==> src/hdl/cfba_pkg.sv <==
// Package for the chained free block allocator: sizes, result and status codes,
// controller states and the command and status bundles between controller and datapath.
// No dependencies.
package cfba_pkg;

  localparam int CACHE_DEPTH      = 32;
  localparam int ADDR_W           = $clog2(CACHE_DEPTH);
  localparam int CNT_W            = $clog2(CACHE_DEPTH + 1);
  localparam int RIDX_W           = $clog2(CACHE_DEPTH + 2);
  localparam int BLK_W            = 16;
  localparam int FIRST_DATA_BLOCK = 2;

  // request codes
  localparam logic [1:0] REQ_FREE   = 2'd0;
  localparam logic [1:0] REQ_ALLOC  = 2'd1;
  localparam logic [1:0] REQ_REFILL = 2'd2;

  // result kinds
  localparam logic [2:0] KIND_GRANT  = 3'd0;
  localparam logic [2:0] KIND_FREED  = 3'd1;
  localparam logic [2:0] KIND_SPILL  = 3'd2;
  localparam logic [2:0] KIND_REFILL = 3'd3;
  localparam logic [2:0] KIND_ERROR  = 3'd4;

  // result status
  localparam logic [2:0] STAT_OK         = 3'd0;
  localparam logic [2:0] STAT_INVALID    = 3'd1;
  localparam logic [2:0] STAT_NOSPACE    = 3'd2;
  localparam logic [2:0] STAT_BUSY       = 3'd3;
  localparam logic [2:0] STAT_BADCOUNT   = 3'd4;
  localparam logic [2:0] STAT_READERR    = 3'd5;
  localparam logic [2:0] STAT_UNEXPECTED = 3'd6;

  typedef enum logic [1:0] {
    S_IDLE,
    S_ALLOC,
    S_SPILL
  } state_t;

  // datapath operations
  typedef enum logic [3:0] {
    DP_NONE,
    DP_PUSH,
    DP_SPILL_START,
    DP_SPILL_STEP,
    DP_POP_RD,
    DP_GRANT_POP,
    DP_REFILL_REQ,
    DP_RESTORE,
    DP_SET_EXP,
    DP_REFILL_WR
  } dp_op_t;

  typedef struct packed {
    dp_op_t     op;
    logic       res_en;
    logic [2:0] kind;
    logic [2:0] status;
    logic       last;
  } cfba_cmd_t;

  typedef struct packed {
    logic awaiting;
    logic blk_invalid;
    logic full;
    logic cnt_bad;
    logic idx_zero;
    logic word_bad;
    logic refill_done;
    logic top_zero;
    logic rd_zero;
    logic spill_last;
  } cfba_sts_t;

endpackage

==> src/hdl/cfba_ctrl.sv <==
// Controller for the chained free block allocator: decodes requests, sequences
// pops and spills, and issues datapath commands. Depends on cfba_pkg.
module cfba_ctrl (
  input  logic               clk,
  input  logic               rst_n,
  input  logic               start,
  input  logic [1:0]         req_type,
  input  logic               fill_error,
  input  cfba_pkg::cfba_sts_t sts,
  output cfba_pkg::cfba_cmd_t cmd,
  output logic               busy
);
  import cfba_pkg::*;

  state_t state_r, state_nxt;

  always_ff @(posedge clk) begin
    if (!rst_n) begin
      state_r <= S_IDLE;
    end else begin
      state_r <= state_nxt;
    end
  end

  // next state
  always_comb begin
    state_nxt = state_r;
    case (state_r)
      S_IDLE: begin
        if (start && !sts.awaiting) begin
          if (req_type == REQ_FREE && !sts.blk_invalid && sts.full) begin
            state_nxt = S_SPILL;
          end else if (req_type == REQ_ALLOC && !sts.cnt_bad) begin
            state_nxt = S_ALLOC;
          end
        end
      end
      S_ALLOC: state_nxt = S_IDLE;
      S_SPILL: begin
        if (sts.spill_last) begin
          state_nxt = S_IDLE;
        end
      end
      default: state_nxt = S_IDLE;
    endcase
  end

  // outputs
  always_comb begin
    cmd = '{op: DP_NONE, res_en: 1'b0, kind: KIND_ERROR, status: STAT_OK, last: 1'b1};
    case (state_r)
      S_IDLE: begin
        if (start) begin
          case (req_type)
            REQ_FREE: begin
              cmd.res_en = 1'b1;
              if (sts.awaiting) begin
                cmd.status = STAT_BUSY;
              end else if (sts.blk_invalid) begin
                cmd.status = STAT_INVALID;
              end else if (sts.full) begin
                cmd.op   = DP_SPILL_START;
                cmd.kind = KIND_SPILL;
                cmd.last = 1'b0;
              end else begin
                cmd.op   = DP_PUSH;
                cmd.kind = KIND_FREED;
              end
            end
            REQ_ALLOC: begin
              if (sts.awaiting) begin
                cmd.res_en = 1'b1;
                cmd.status = STAT_BUSY;
              end else if (sts.cnt_bad) begin
                cmd.res_en = 1'b1;
                cmd.status = STAT_NOSPACE;
              end else begin
                cmd.op = DP_POP_RD;
              end
            end
            REQ_REFILL: begin
              if (!sts.awaiting) begin
                cmd.res_en = 1'b1;
                cmd.status = STAT_UNEXPECTED;
              end else if (fill_error) begin
                cmd.op     = DP_RESTORE;
                cmd.res_en = 1'b1;
                cmd.status = STAT_READERR;
              end else if (sts.idx_zero) begin
                if (sts.word_bad) begin
                  cmd.op     = DP_RESTORE;
                  cmd.res_en = 1'b1;
                  cmd.status = STAT_BADCOUNT;
                end else begin
                  cmd.op = DP_SET_EXP;
                end
              end else begin
                cmd.op     = DP_REFILL_WR;
                cmd.res_en = sts.refill_done;
                cmd.kind   = KIND_GRANT;
              end
            end
            default: cmd.op = DP_NONE;
          endcase
        end
      end
      S_ALLOC: begin
        cmd.res_en = 1'b1;
        if (sts.top_zero && sts.rd_zero) begin
          cmd.status = STAT_NOSPACE;
        end else if (sts.top_zero) begin
          cmd.op   = DP_REFILL_REQ;
          cmd.kind = KIND_REFILL;
        end else begin
          cmd.op   = DP_GRANT_POP;
          cmd.kind = KIND_GRANT;
        end
      end
      S_SPILL: begin
        cmd.op     = DP_SPILL_STEP;
        cmd.res_en = 1'b1;
        cmd.kind   = KIND_SPILL;
        cmd.last   = sts.spill_last;
      end
      default: cmd.op = DP_NONE;
    endcase
  end

  assign busy = (state_r != S_IDLE);

endmodule

==> src/hdl/cfba_dpath.sv <==
// Datapath for the chained free block allocator: free stack memory, counters,
// refill bookkeeping, the total_blocks register and the result registers. Depends on cfba_pkg.
module cfba_dpath (
  input  logic                         clk,
  input  logic                         rst_n,
  input  cfba_pkg::cfba_cmd_t          cmd,
  output cfba_pkg::cfba_sts_t          sts,
  input  logic [cfba_pkg::BLK_W-1:0]   block_number,
  input  logic [cfba_pkg::BLK_W-1:0]   fill_word,
  input  logic                         cfg_we,
  input  logic [cfba_pkg::BLK_W-1:0]   cfg_data,
  output logic                         out_valid,
  output logic [2:0]                   out_kind,
  output logic [cfba_pkg::BLK_W-1:0]   out_block_out,
  output logic [cfba_pkg::BLK_W-1:0]   out_spill_word,
  output logic [2:0]                   out_status,
  output logic                         out_last
);
  import cfba_pkg::*;

  logic [BLK_W-1:0]  mem [CACHE_DEPTH];
  logic              e0_vld_r;
  logic [BLK_W-1:0]  rd_q_r;

  logic [BLK_W-1:0]  total_blocks_r;
  logic [CNT_W-1:0]  stack_count_r, stack_count_nxt;
  logic              awaiting_r, awaiting_nxt;
  logic [BLK_W-1:0]  chain_r, chain_nxt;
  logic [CNT_W-1:0]  refill_exp_r, refill_exp_nxt;
  logic [RIDX_W-1:0] refill_idx_r, refill_idx_nxt;
  logic [BLK_W-1:0]  spill_blk_r, spill_blk_nxt;
  logic [ADDR_W-1:0] spill_idx_r, spill_idx_nxt;

  logic              wr_en, rd_en;
  logic [ADDR_W-1:0] wr_addr, rd_addr;
  logic [BLK_W-1:0]  wr_data;
  logic [CNT_W-1:0]  count_m1;
  logic [RIDX_W-1:0] ridx_m1;
  logic [BLK_W-1:0]  res_block, res_word;

  logic              out_valid_r;
  logic [2:0]        out_kind_r, out_status_r;
  logic [BLK_W-1:0]  out_block_r, out_word_r;
  logic              out_last_r;

  assign count_m1 = stack_count_r - CNT_W'(1);
  assign ridx_m1  = refill_idx_r - RIDX_W'(1);

  // status towards the controller
  always_comb begin
    sts.awaiting    = awaiting_r;
    sts.blk_invalid = (block_number < BLK_W'(FIRST_DATA_BLOCK)) ||
                      (block_number >= total_blocks_r);
    sts.full        = (stack_count_r >= CNT_W'(CACHE_DEPTH));
    sts.cnt_bad     = (stack_count_r == '0) || (stack_count_r > CNT_W'(CACHE_DEPTH));
    sts.idx_zero    = (refill_idx_r == '0);
    sts.word_bad    = (fill_word == '0) || (fill_word > BLK_W'(CACHE_DEPTH));
    sts.refill_done = (refill_idx_r >= RIDX_W'(refill_exp_r));
    sts.top_zero    = (stack_count_r == CNT_W'(1));
    sts.rd_zero     = (rd_q_r == '0);
    sts.spill_last  = (spill_idx_r == ADDR_W'(CACHE_DEPTH - 1));
  end

  // memory ports
  always_comb begin
    wr_en   = 1'b0;
    wr_addr = '0;
    wr_data = block_number;
    rd_en   = 1'b0;
    rd_addr = '0;
    case (cmd.op)
      DP_PUSH: begin
        wr_en   = 1'b1;
        wr_addr = stack_count_r[ADDR_W-1:0];
      end
      DP_SPILL_START: rd_en = 1'b1;
      DP_SPILL_STEP: begin
        rd_en   = !sts.spill_last;
        rd_addr = spill_idx_r + ADDR_W'(1);
        wr_en   = sts.spill_last;
        wr_data = spill_blk_r;
      end
      DP_POP_RD: begin
        rd_en   = 1'b1;
        rd_addr = count_m1[ADDR_W-1:0];
      end
      DP_RESTORE: begin
        wr_en   = 1'b1;
        wr_data = chain_r;
      end
      DP_REFILL_WR: begin
        wr_en   = 1'b1;
        wr_addr = ridx_m1[ADDR_W-1:0];
        wr_data = fill_word;
      end
      default: wr_en = 1'b0;
    endcase
  end

  always_ff @(posedge clk) begin
    if (wr_en) begin
      mem[wr_addr] <= wr_data;
    end
    if (rd_en) begin
      // entry zero reads as zero until first written
      rd_q_r <= (rd_addr == '0 && !e0_vld_r) ? '0 : mem[rd_addr];
    end
  end

  // stack and refill bookkeeping
  always_comb begin
    stack_count_nxt = stack_count_r;
    awaiting_nxt    = awaiting_r;
    chain_nxt       = chain_r;
    refill_exp_nxt  = refill_exp_r;
    refill_idx_nxt  = refill_idx_r;
    spill_blk_nxt   = spill_blk_r;
    spill_idx_nxt   = spill_idx_r;
    case (cmd.op)
      DP_PUSH: stack_count_nxt = stack_count_r + CNT_W'(1);
      DP_SPILL_START: begin
        spill_blk_nxt = block_number;
        spill_idx_nxt = '0;
      end
      DP_SPILL_STEP: begin
        spill_idx_nxt = spill_idx_r + ADDR_W'(1);
        if (sts.spill_last) begin
          stack_count_nxt = CNT_W'(1);
        end
      end
      DP_GRANT_POP: stack_count_nxt = count_m1;
      DP_REFILL_REQ: begin
        stack_count_nxt = '0;
        awaiting_nxt    = 1'b1;
        chain_nxt       = rd_q_r;
        refill_exp_nxt  = '0;
        refill_idx_nxt  = '0;
      end
      DP_RESTORE: begin
        stack_count_nxt = CNT_W'(1);
        awaiting_nxt    = 1'b0;
        refill_exp_nxt  = '0;
        refill_idx_nxt  = '0;
      end
      DP_SET_EXP: begin
        refill_exp_nxt = fill_word[CNT_W-1:0];
        refill_idx_nxt = RIDX_W'(1);
      end
      DP_REFILL_WR: begin
        refill_idx_nxt = refill_idx_r + RIDX_W'(1);
        if (sts.refill_done) begin
          stack_count_nxt = refill_exp_r;
          awaiting_nxt    = 1'b0;
          refill_exp_nxt  = '0;
          refill_idx_nxt  = '0;
        end
      end
      default: stack_count_nxt = stack_count_r;
    endcase
  end

  always_ff @(posedge clk) begin
    if (!rst_n) begin
      total_blocks_r <= '1;
      stack_count_r  <= CNT_W'(1);
      awaiting_r     <= 1'b0;
      chain_r        <= '0;
      refill_exp_r   <= '0;
      refill_idx_r   <= '0;
      e0_vld_r       <= 1'b0;
      spill_idx_r    <= '0;
    end else begin
      if (cfg_we) begin
        total_blocks_r <= cfg_data;
      end
      stack_count_r <= stack_count_nxt;
      awaiting_r    <= awaiting_nxt;
      chain_r       <= chain_nxt;
      refill_exp_r  <= refill_exp_nxt;
      refill_idx_r  <= refill_idx_nxt;
      spill_idx_r   <= spill_idx_nxt;
      if (wr_en && wr_addr == '0) begin
        e0_vld_r <= 1'b1;
      end
    end
  end

  always_ff @(posedge clk) begin
    spill_blk_r <= spill_blk_nxt;
  end

  // result payload
  always_comb begin
    res_block = '0;
    res_word  = '0;
    case (cmd.op)
      DP_PUSH: res_block = block_number;
      DP_SPILL_START: begin
        res_block = block_number;
        res_word  = BLK_W'(CACHE_DEPTH);
      end
      DP_SPILL_STEP: begin
        res_block = spill_blk_r;
        res_word  = rd_q_r;
      end
      DP_GRANT_POP, DP_REFILL_REQ: res_block = rd_q_r;
      DP_REFILL_WR: res_block = chain_r;
      default: res_block = '0;
    endcase
    if (cmd.kind == KIND_ERROR) begin
      res_block = '0;
      res_word  = '0;
    end
  end

  always_ff @(posedge clk) begin
    if (!rst_n) begin
      out_valid_r <= 1'b0;
    end else begin
      out_valid_r <= cmd.res_en;
    end
  end

  always_ff @(posedge clk) begin
    if (cmd.res_en) begin
      out_kind_r   <= cmd.kind;
      out_status_r <= cmd.status;
      out_last_r   <= cmd.last;
      out_block_r  <= res_block;
      out_word_r   <= res_word;
    end
  end

  assign out_valid      = out_valid_r;
  assign out_kind       = out_kind_r;
  assign out_block_out  = out_block_r;
  assign out_spill_word = out_word_r;
  assign out_status     = out_status_r;
  assign out_last       = out_last_r;

endmodule

==> src/hdl/chained_free_block_allocator.sv <==
// Chained free block allocator, top level. Free: decided in IDLE, result the next cycle.
// Allocate: one registered read of the stack memory in IDLE, then ALLOC registers the result.
// Free onto a full stack: the SPILL state runs, and the spill words leave one per cycle from the
// memory read port. Refill words: taken in IDLE, one per transfer. Results strobe out_valid for one cycle and
// cannot be stalled. Synchronous active-low reset: stack holds one zero entry, no refill
// pending, total_blocks = 65535. No clearing pass.
module chained_free_block_allocator (
  input  logic                       clk,
  input  logic                       rst_n,
  // request channel
  input  logic                       start,
  output logic                       busy,
  input  logic [1:0]                 in_req_type,
  input  logic [cfba_pkg::BLK_W-1:0] in_block_number,
  input  logic [cfba_pkg::BLK_W-1:0] in_fill_word,
  input  logic                       in_fill_error,
  // result channel, no back-pressure
  output logic                       out_valid,
  output logic [2:0]                 out_kind,
  output logic [cfba_pkg::BLK_W-1:0] out_block_out,
  output logic [cfba_pkg::BLK_W-1:0] out_spill_word,
  output logic [2:0]                 out_status,
  output logic                       out_last,
  // total_blocks write channel
  input  logic                       cfg_valid,
  output logic                       cfg_ready,
  input  logic [cfba_pkg::BLK_W-1:0] cfg_total_blocks
);
  import cfba_pkg::*;

  cfba_cmd_t cmd;
  cfba_sts_t sts;
  logic      busy_w;

  // The controller only looks at start in IDLE, so a request transfer is
  // start && !busy. It decides every request against the datapath status of
  // the same cycle; the datapath carries out the command on that edge.
  cfba_ctrl u_ctrl (
    .clk        (clk),
    .rst_n      (rst_n),
    .start      (start),
    .req_type   (in_req_type),
    .fill_error (in_fill_error),
    .sts        (sts),
    .cmd        (cmd),
    .busy       (busy_w)
  );

  // Datapath: free stack memory, counters, refill state and result registers.
  // A write to total_blocks is always taken; the user must write it only while idle (not enforced).
  cfba_dpath u_dpath (
    .clk            (clk),
    .rst_n          (rst_n),
    .cmd            (cmd),
    .sts            (sts),
    .block_number   (in_block_number),
    .fill_word      (in_fill_word),
    .cfg_we         (cfg_valid),
    .cfg_data       (cfg_total_blocks),
    .out_valid      (out_valid),
    .out_kind       (out_kind),
    .out_block_out  (out_block_out),
    .out_spill_word (out_spill_word),
    .out_status     (out_status),
    .out_last       (out_last)
  );

  assign busy      = busy_w;
  assign cfg_ready = 1'b1;

endmodule

==> config.mk <==
export PLATFORM = sky130hd
export DESIGN_NAME = chained_free_block_allocator
export DESIGN_NICKNAME = d
export VERILOG_FILES = /design/src/hdl/cfba_pkg.sv /design/src/hdl/cfba_ctrl.sv /design/src/hdl/cfba_dpath.sv /design/src/hdl/chained_free_block_allocator.sv
export SDC_FILE = /design/constraint.sdc
export NUM_CORES = 1
export LEC_CHECK = 0
export ABC_AREA = 1
export BUFFER_PORTS_ARGS = -buffer_cell sky130_fd_sc_hd__buf_2
export CORE_ASPECT_RATIO = 0.9
export CORE_MARGIN = 2
export CORE_UTILIZATION = 36
export DETAILED_ROUTE_END_ITERATION = 8
export PLACE_DENSITY_LB_ADDON = 0.08
export RECOVER_POWER = 50
export SYNTH_ARGS = -nofsm -noshare
export SYNTH_HDL_FRONTEND = slang
export SYNTH_SLANG_ARGS = --single-unit
export TNS_END_PERCENT = 20
==> constraint.sdc <==
create_clock -name clk -period 4.9 [get_ports clk]
set_input_delay 0.98 -clock clk [delete_from_list [all_inputs] [get_ports clk]]
set_output_delay 0.98 -clock clk [all_outputs]
set_load 0.01 [all_outputs]
==> metrics.md <==
| Metric | Value |
|---|---|
| Latest clock arrival within the worst-skew pair | `0.64 ns` |
| Drt initial violations | `2146` |
| Crit path time final | `4.78 ns` |
| Pwr dens | `between 400 and 500 nW/um^2` |
| Avg WL per Cell | `22.9 um` |
| Crit path capture type | `flip-flop` |
| Non-filler cells, final | `about 4200` |
| Vias in the first global route | `around 21000` |
| CORE AREA | `~81000 sq um` |
| Syn-to-layout area delta | `16.5%` |
| Setup violations, final | `0` |
| Clock power share | `0.349` |
| Maxcap violations | `3` |
| Max FO, Critical Path | `15` |
| First-pass GRT wire length | `approximately 140000 um` |
| Synth unique cells | `53` |
| Post-Place Setup Slack | `-0.262 ns` |
| Top FF cell, synth | `edfxtp_1` |
| WP data arrival | `4.90 ns` |
| Placer Congestion | `0.856` |
| YS warnings | `0` |
| Die height | `between 200 and 300 um` |
| Worst VDD drop | `264 uV` |
| Rel. slew slack | `-0.550` |
| Fmax | `209 MHz` |
| RSZ-0062 raised after global routing | `no` |
| Cell Area, Synth | `a little under 30000 sq um` |
| FILL cells | `7851` |
| Yosys reg bits | `approximately 640` |
| GRT overflow | `0` |
| Crit path required time | `5.02 ns` |
| Cell Area, Placed | `32300 sq um` |
| Final WL | `96300 um` |
| Final period util | `0.976` |
| Ports | `97` |
| Int Pwr | `10700 uW` |
| Seq/Total Area, Yosys | `0.634` |
| Net Sw Power | `approximately 5400 uW` |
| Via Count | `21600` |
| Drc violations | `0` |
| Tot Pwr | `16100 uW` |
| Fin. Hold Viols | `0` |
| Final worst slack | `0.116 ns` |
| DP Cell Count | `4072` |
| Min-Delay Path Class | `reg2reg` |
| Initial Util | `0.364` |
| Combinational group share of total power | `0.233` |
| CTS tree | `done` |
| DR pass1 iterations | `6` |
| WS Path Type | `reg2reg` |
| Sw Ratio | `0.334` |
| Antenna violations before repair | `2` |
| H-tree Lvls | `3` |
| Clock-pin slew on the worst setup and hold paths | `0.06 ns` |
| Failing checks | `max-capacitance violations, max-slew violations` |
| Die width | `between 300 and 400 um` |
| Buffers on Ports | `95` |
| Via-to-Cell Ratio | `5.13` |
| Clock Skew | `0.0507 ns` |
| Post-CTS Setup Inserts | `0` |
| Row Count | `99` |
| Syn Nets | `just over 3000` |
| Post-synth EDFFs | `~580` |
| Final instance area | `approximately 34000 sq um` |
| Status | `finished, violations left` |
| CTS buffer count | `74` |
| Type of origin of the critical path | `flip-flop` |
| Post-DP HPWL | `roughly 61000 um` |
| Post-CTS Resized | `0` |
| CTS max path bufs | `3` |
| # hold bufs at CTS | `0` |
| P_leak | `0.0137 uW` |
| Gr usage total | `0.227` |
| Asr flop ratio synth | `0` |
| Share of layout cells above drive strength 1 | `0.0976` |
| Antenna Nets Post-Route | `0` |
| CTS sink cnt | `643` |
| Slew @ Worst Pin | `around 2.3 ns` |
| Gate Count Post-Synth | `2935` |
| Setup TNS | `0 ns` |
| Nets | `3178` |
| Fin. max-slew vios | `55` |
| Synthesized area per cell | `between 10 and 15 sq um` |
| Share of total power in sequential cells | `0.417` |
| Pin count of the biggest net entering global routing | `slightly above 100` |
| Clk root buf | `clkbuf_16` |
| Total die area | `84200 sq um` |
## synthesized netlist by cell type (4+ instances only)
cell type	n	area share
xor2_1	9	0.0027
a21oi_1	99	0.017
inv_2	13	0.0017
nor4_1	6	0.0013
nand2_1	732	0.093
ha_1	35	0.015
nand4_1	12	0.0025
o2111ai_1	17	0.0050
nand3_2	4	0.0014
edfxtp_1	583	0.59
clkbuf_1	36	0.0046
a22oi_1	7	0.0018
nand2_4	6	0.0023
nand3_1	357	0.061
buf_2	77	0.013
nor3_1	8	0.0014
nand3b_1	113	0.029
dfxtp_1	60	0.041
nor2_2	10	0.0021
o21ai_0	61	0.010
nor2_1	187	0.024
o22ai_1	9	0.0019
buf_1	5	0.00064
buf_4	16	0.0041
inv_1	395	0.050
o21ai_1	20	0.0034
nand2_2	7	0.0015
o211ai_1	8	0.0020
## worst max-delay path: stages (launching register included)
cell and delay [ns]:
edfxtp_1 0.55, nor4_1 0.62, nand2_1 0.10, nor2_1 0.43
nor3_1 0.15, nor2_2 0.14, nand2_2 0.12, nor2_2 0.21
nand3_1 0.13, clkbuf_4 0.29, o2111ai_1 1.50
## metal layers
metal  share of wire  wire length (um)  global-route usage  vias up
li1                -                 -                   -    10100
met1            0.46             44300               0.326    10700
met2            0.47             44800               0.367      644
met3           0.054              5210              0.0266      115
met4           0.021              2050              0.0611        0
met5               0                 0                   0        -
## power by group through the flow
| stage | Sequential (uW) | Combinational [uW] | Clock, uW |
|---|---|---|---|
| floorplan | 6750 | 2180 | 0 |
| global placement | 6840 | 3870 | 0 |
| detailed placement | 6840 | 3870 | 0 |
| CTS | 6730 | 3880 | 5760 |
| global route | 6750 | 4120 | 5950 |
| finish | 6730 | 3770 | 5630 |
## cells in the final DEF, fill, tap and decap left out, types with 4 or more instances in the layout
| cell | synthesis | layout |
|---|---|---|
| o2111ai_2 | 0 | 5 |
| nor2_1 | 187 | 187 |
| a21oi_1 | 99 | 99 |
| xor2_1 | 9 | 10 |
| nand3_1 | 357 | 360 |
| o2111ai_4 | 0 | 7 |
| clkbuf_16 | 0 | 76 |
| nand2_2 | 7 | 4 |
| inv_2 | 13 | 12 |
| nand4_1 | 12 | 12 |
| buf_2 | 77 | 41 |
| nand2_1 | 732 | 734 |
| clkinv_1 | 3 | 25 |
| o211ai_1 | 8 | 8 |
| o21ai_1 | 20 | 17 |
| nor3_1 | 8 | 9 |
| clkbuf_1 | 36 | 78 |
| buf_4 | 16 | 62 |
| nand3b_1 | 113 | 113 |
| inv_1 | 395 | 396 |
| o22ai_1 | 9 | 9 |
| dfxtp_1 | 60 | 60 |
| nand2_4 | 6 | 5 |
| clkbuf_2 | 0 | 10 |
| a22oi_1 | 7 | 7 |
| clkinv_2 | 0 | 7 |
| nor2_2 | 10 | 10 |
| clkbuf_4 | 0 | 5 |
| o2111ai_1 | 17 | 5 |
| buf_12 | 0 | 32 |
| nor4_1 | 6 | 6 |
| bufinv_16 | 0 | 8 |
| o21ai_0 | 61 | 64 |
| ha_1 | 35 | 35 |
| edfxtp_1 | 583 | 583 |
## path summary, 6_finish.rpt
path / cells past startpoint / slack, ns / startpoint / endpoint
min reg2reg: 2 / 0.47 / u_dpath.total_blocks_r[6] / u_dpath.total_blocks_r[6]
min: 2 / 0.47 / u_dpath.total_blocks_r[6] / u_dpath.total_blocks_r[6]
max reg2reg: 10 / 0.12 / u_dpath.rd_q_r[5] / u_dpath.mem[22][0]
max: 10 / 0.12 / u_dpath.rd_q_r[5] / u_dpath.mem[22][0]
## state kept, by name, indices dropped and copies added, names as in the netlist
name and cells:
u_dpath.spill_idx_r 5, u_dpath.rd_q_r 16, u_dpath.mem 512, u_dpath.out_last 1, u_dpath.e0_vld_r 1, u_dpath.refill_idx_r 6, u_ctrl.state_r 2, u_dpath.stack_count_r 6
u_dpath.total_blocks_r 16, u_dpath.out_status 3, u_dpath.out_kind 3, u_dpath.chain_r 16, u_dpath.out_block_out 16, u_dpath.awaiting_r 1, u_dpath.out_valid 1, u_dpath.refill_exp_r 6
u_dpath.out_spill_word 16, u_dpath.spill_blk_r 16
## area by class of cell
class,instances,area (sq um),area share
repair buffers,214,1640,0.0477
multi-input cells,1743,8700,0.253
clock inverters,44,479,0.0139
well taps,1060,1330,0.0386
flip-flops and latches,643,18700,0.544
clock buffers,90,1950,0.0569
inverters,412,1550,0.0451
diodes,1,2.50,0.0000728
## through the flow
step | utilization | hold slack [ns]
floorplan | - | 0.434
global placement | 0.398 | 0.452
detailed placement | 0.398 | 0.461
CTS | 0.428 | 0.472
global route | 0.423 | 0.492
finish | 0.423 | 0.470
## cell families (layout without fill, tap and decap cells)
family          after synthesis  count (layout)  share of synthesized area
other cells                   1               2                   0.000127
simple gates               1455            1455                      0.225
xor+xnor                     11              11                    0.00352
fa+ha+maj                    35              35                     0.0148
compound gates              241             241                     0.0468
flops                       643             643                      0.634
buf+inv                     549             760                     0.0760
Power figures use the tool's default switching activity.
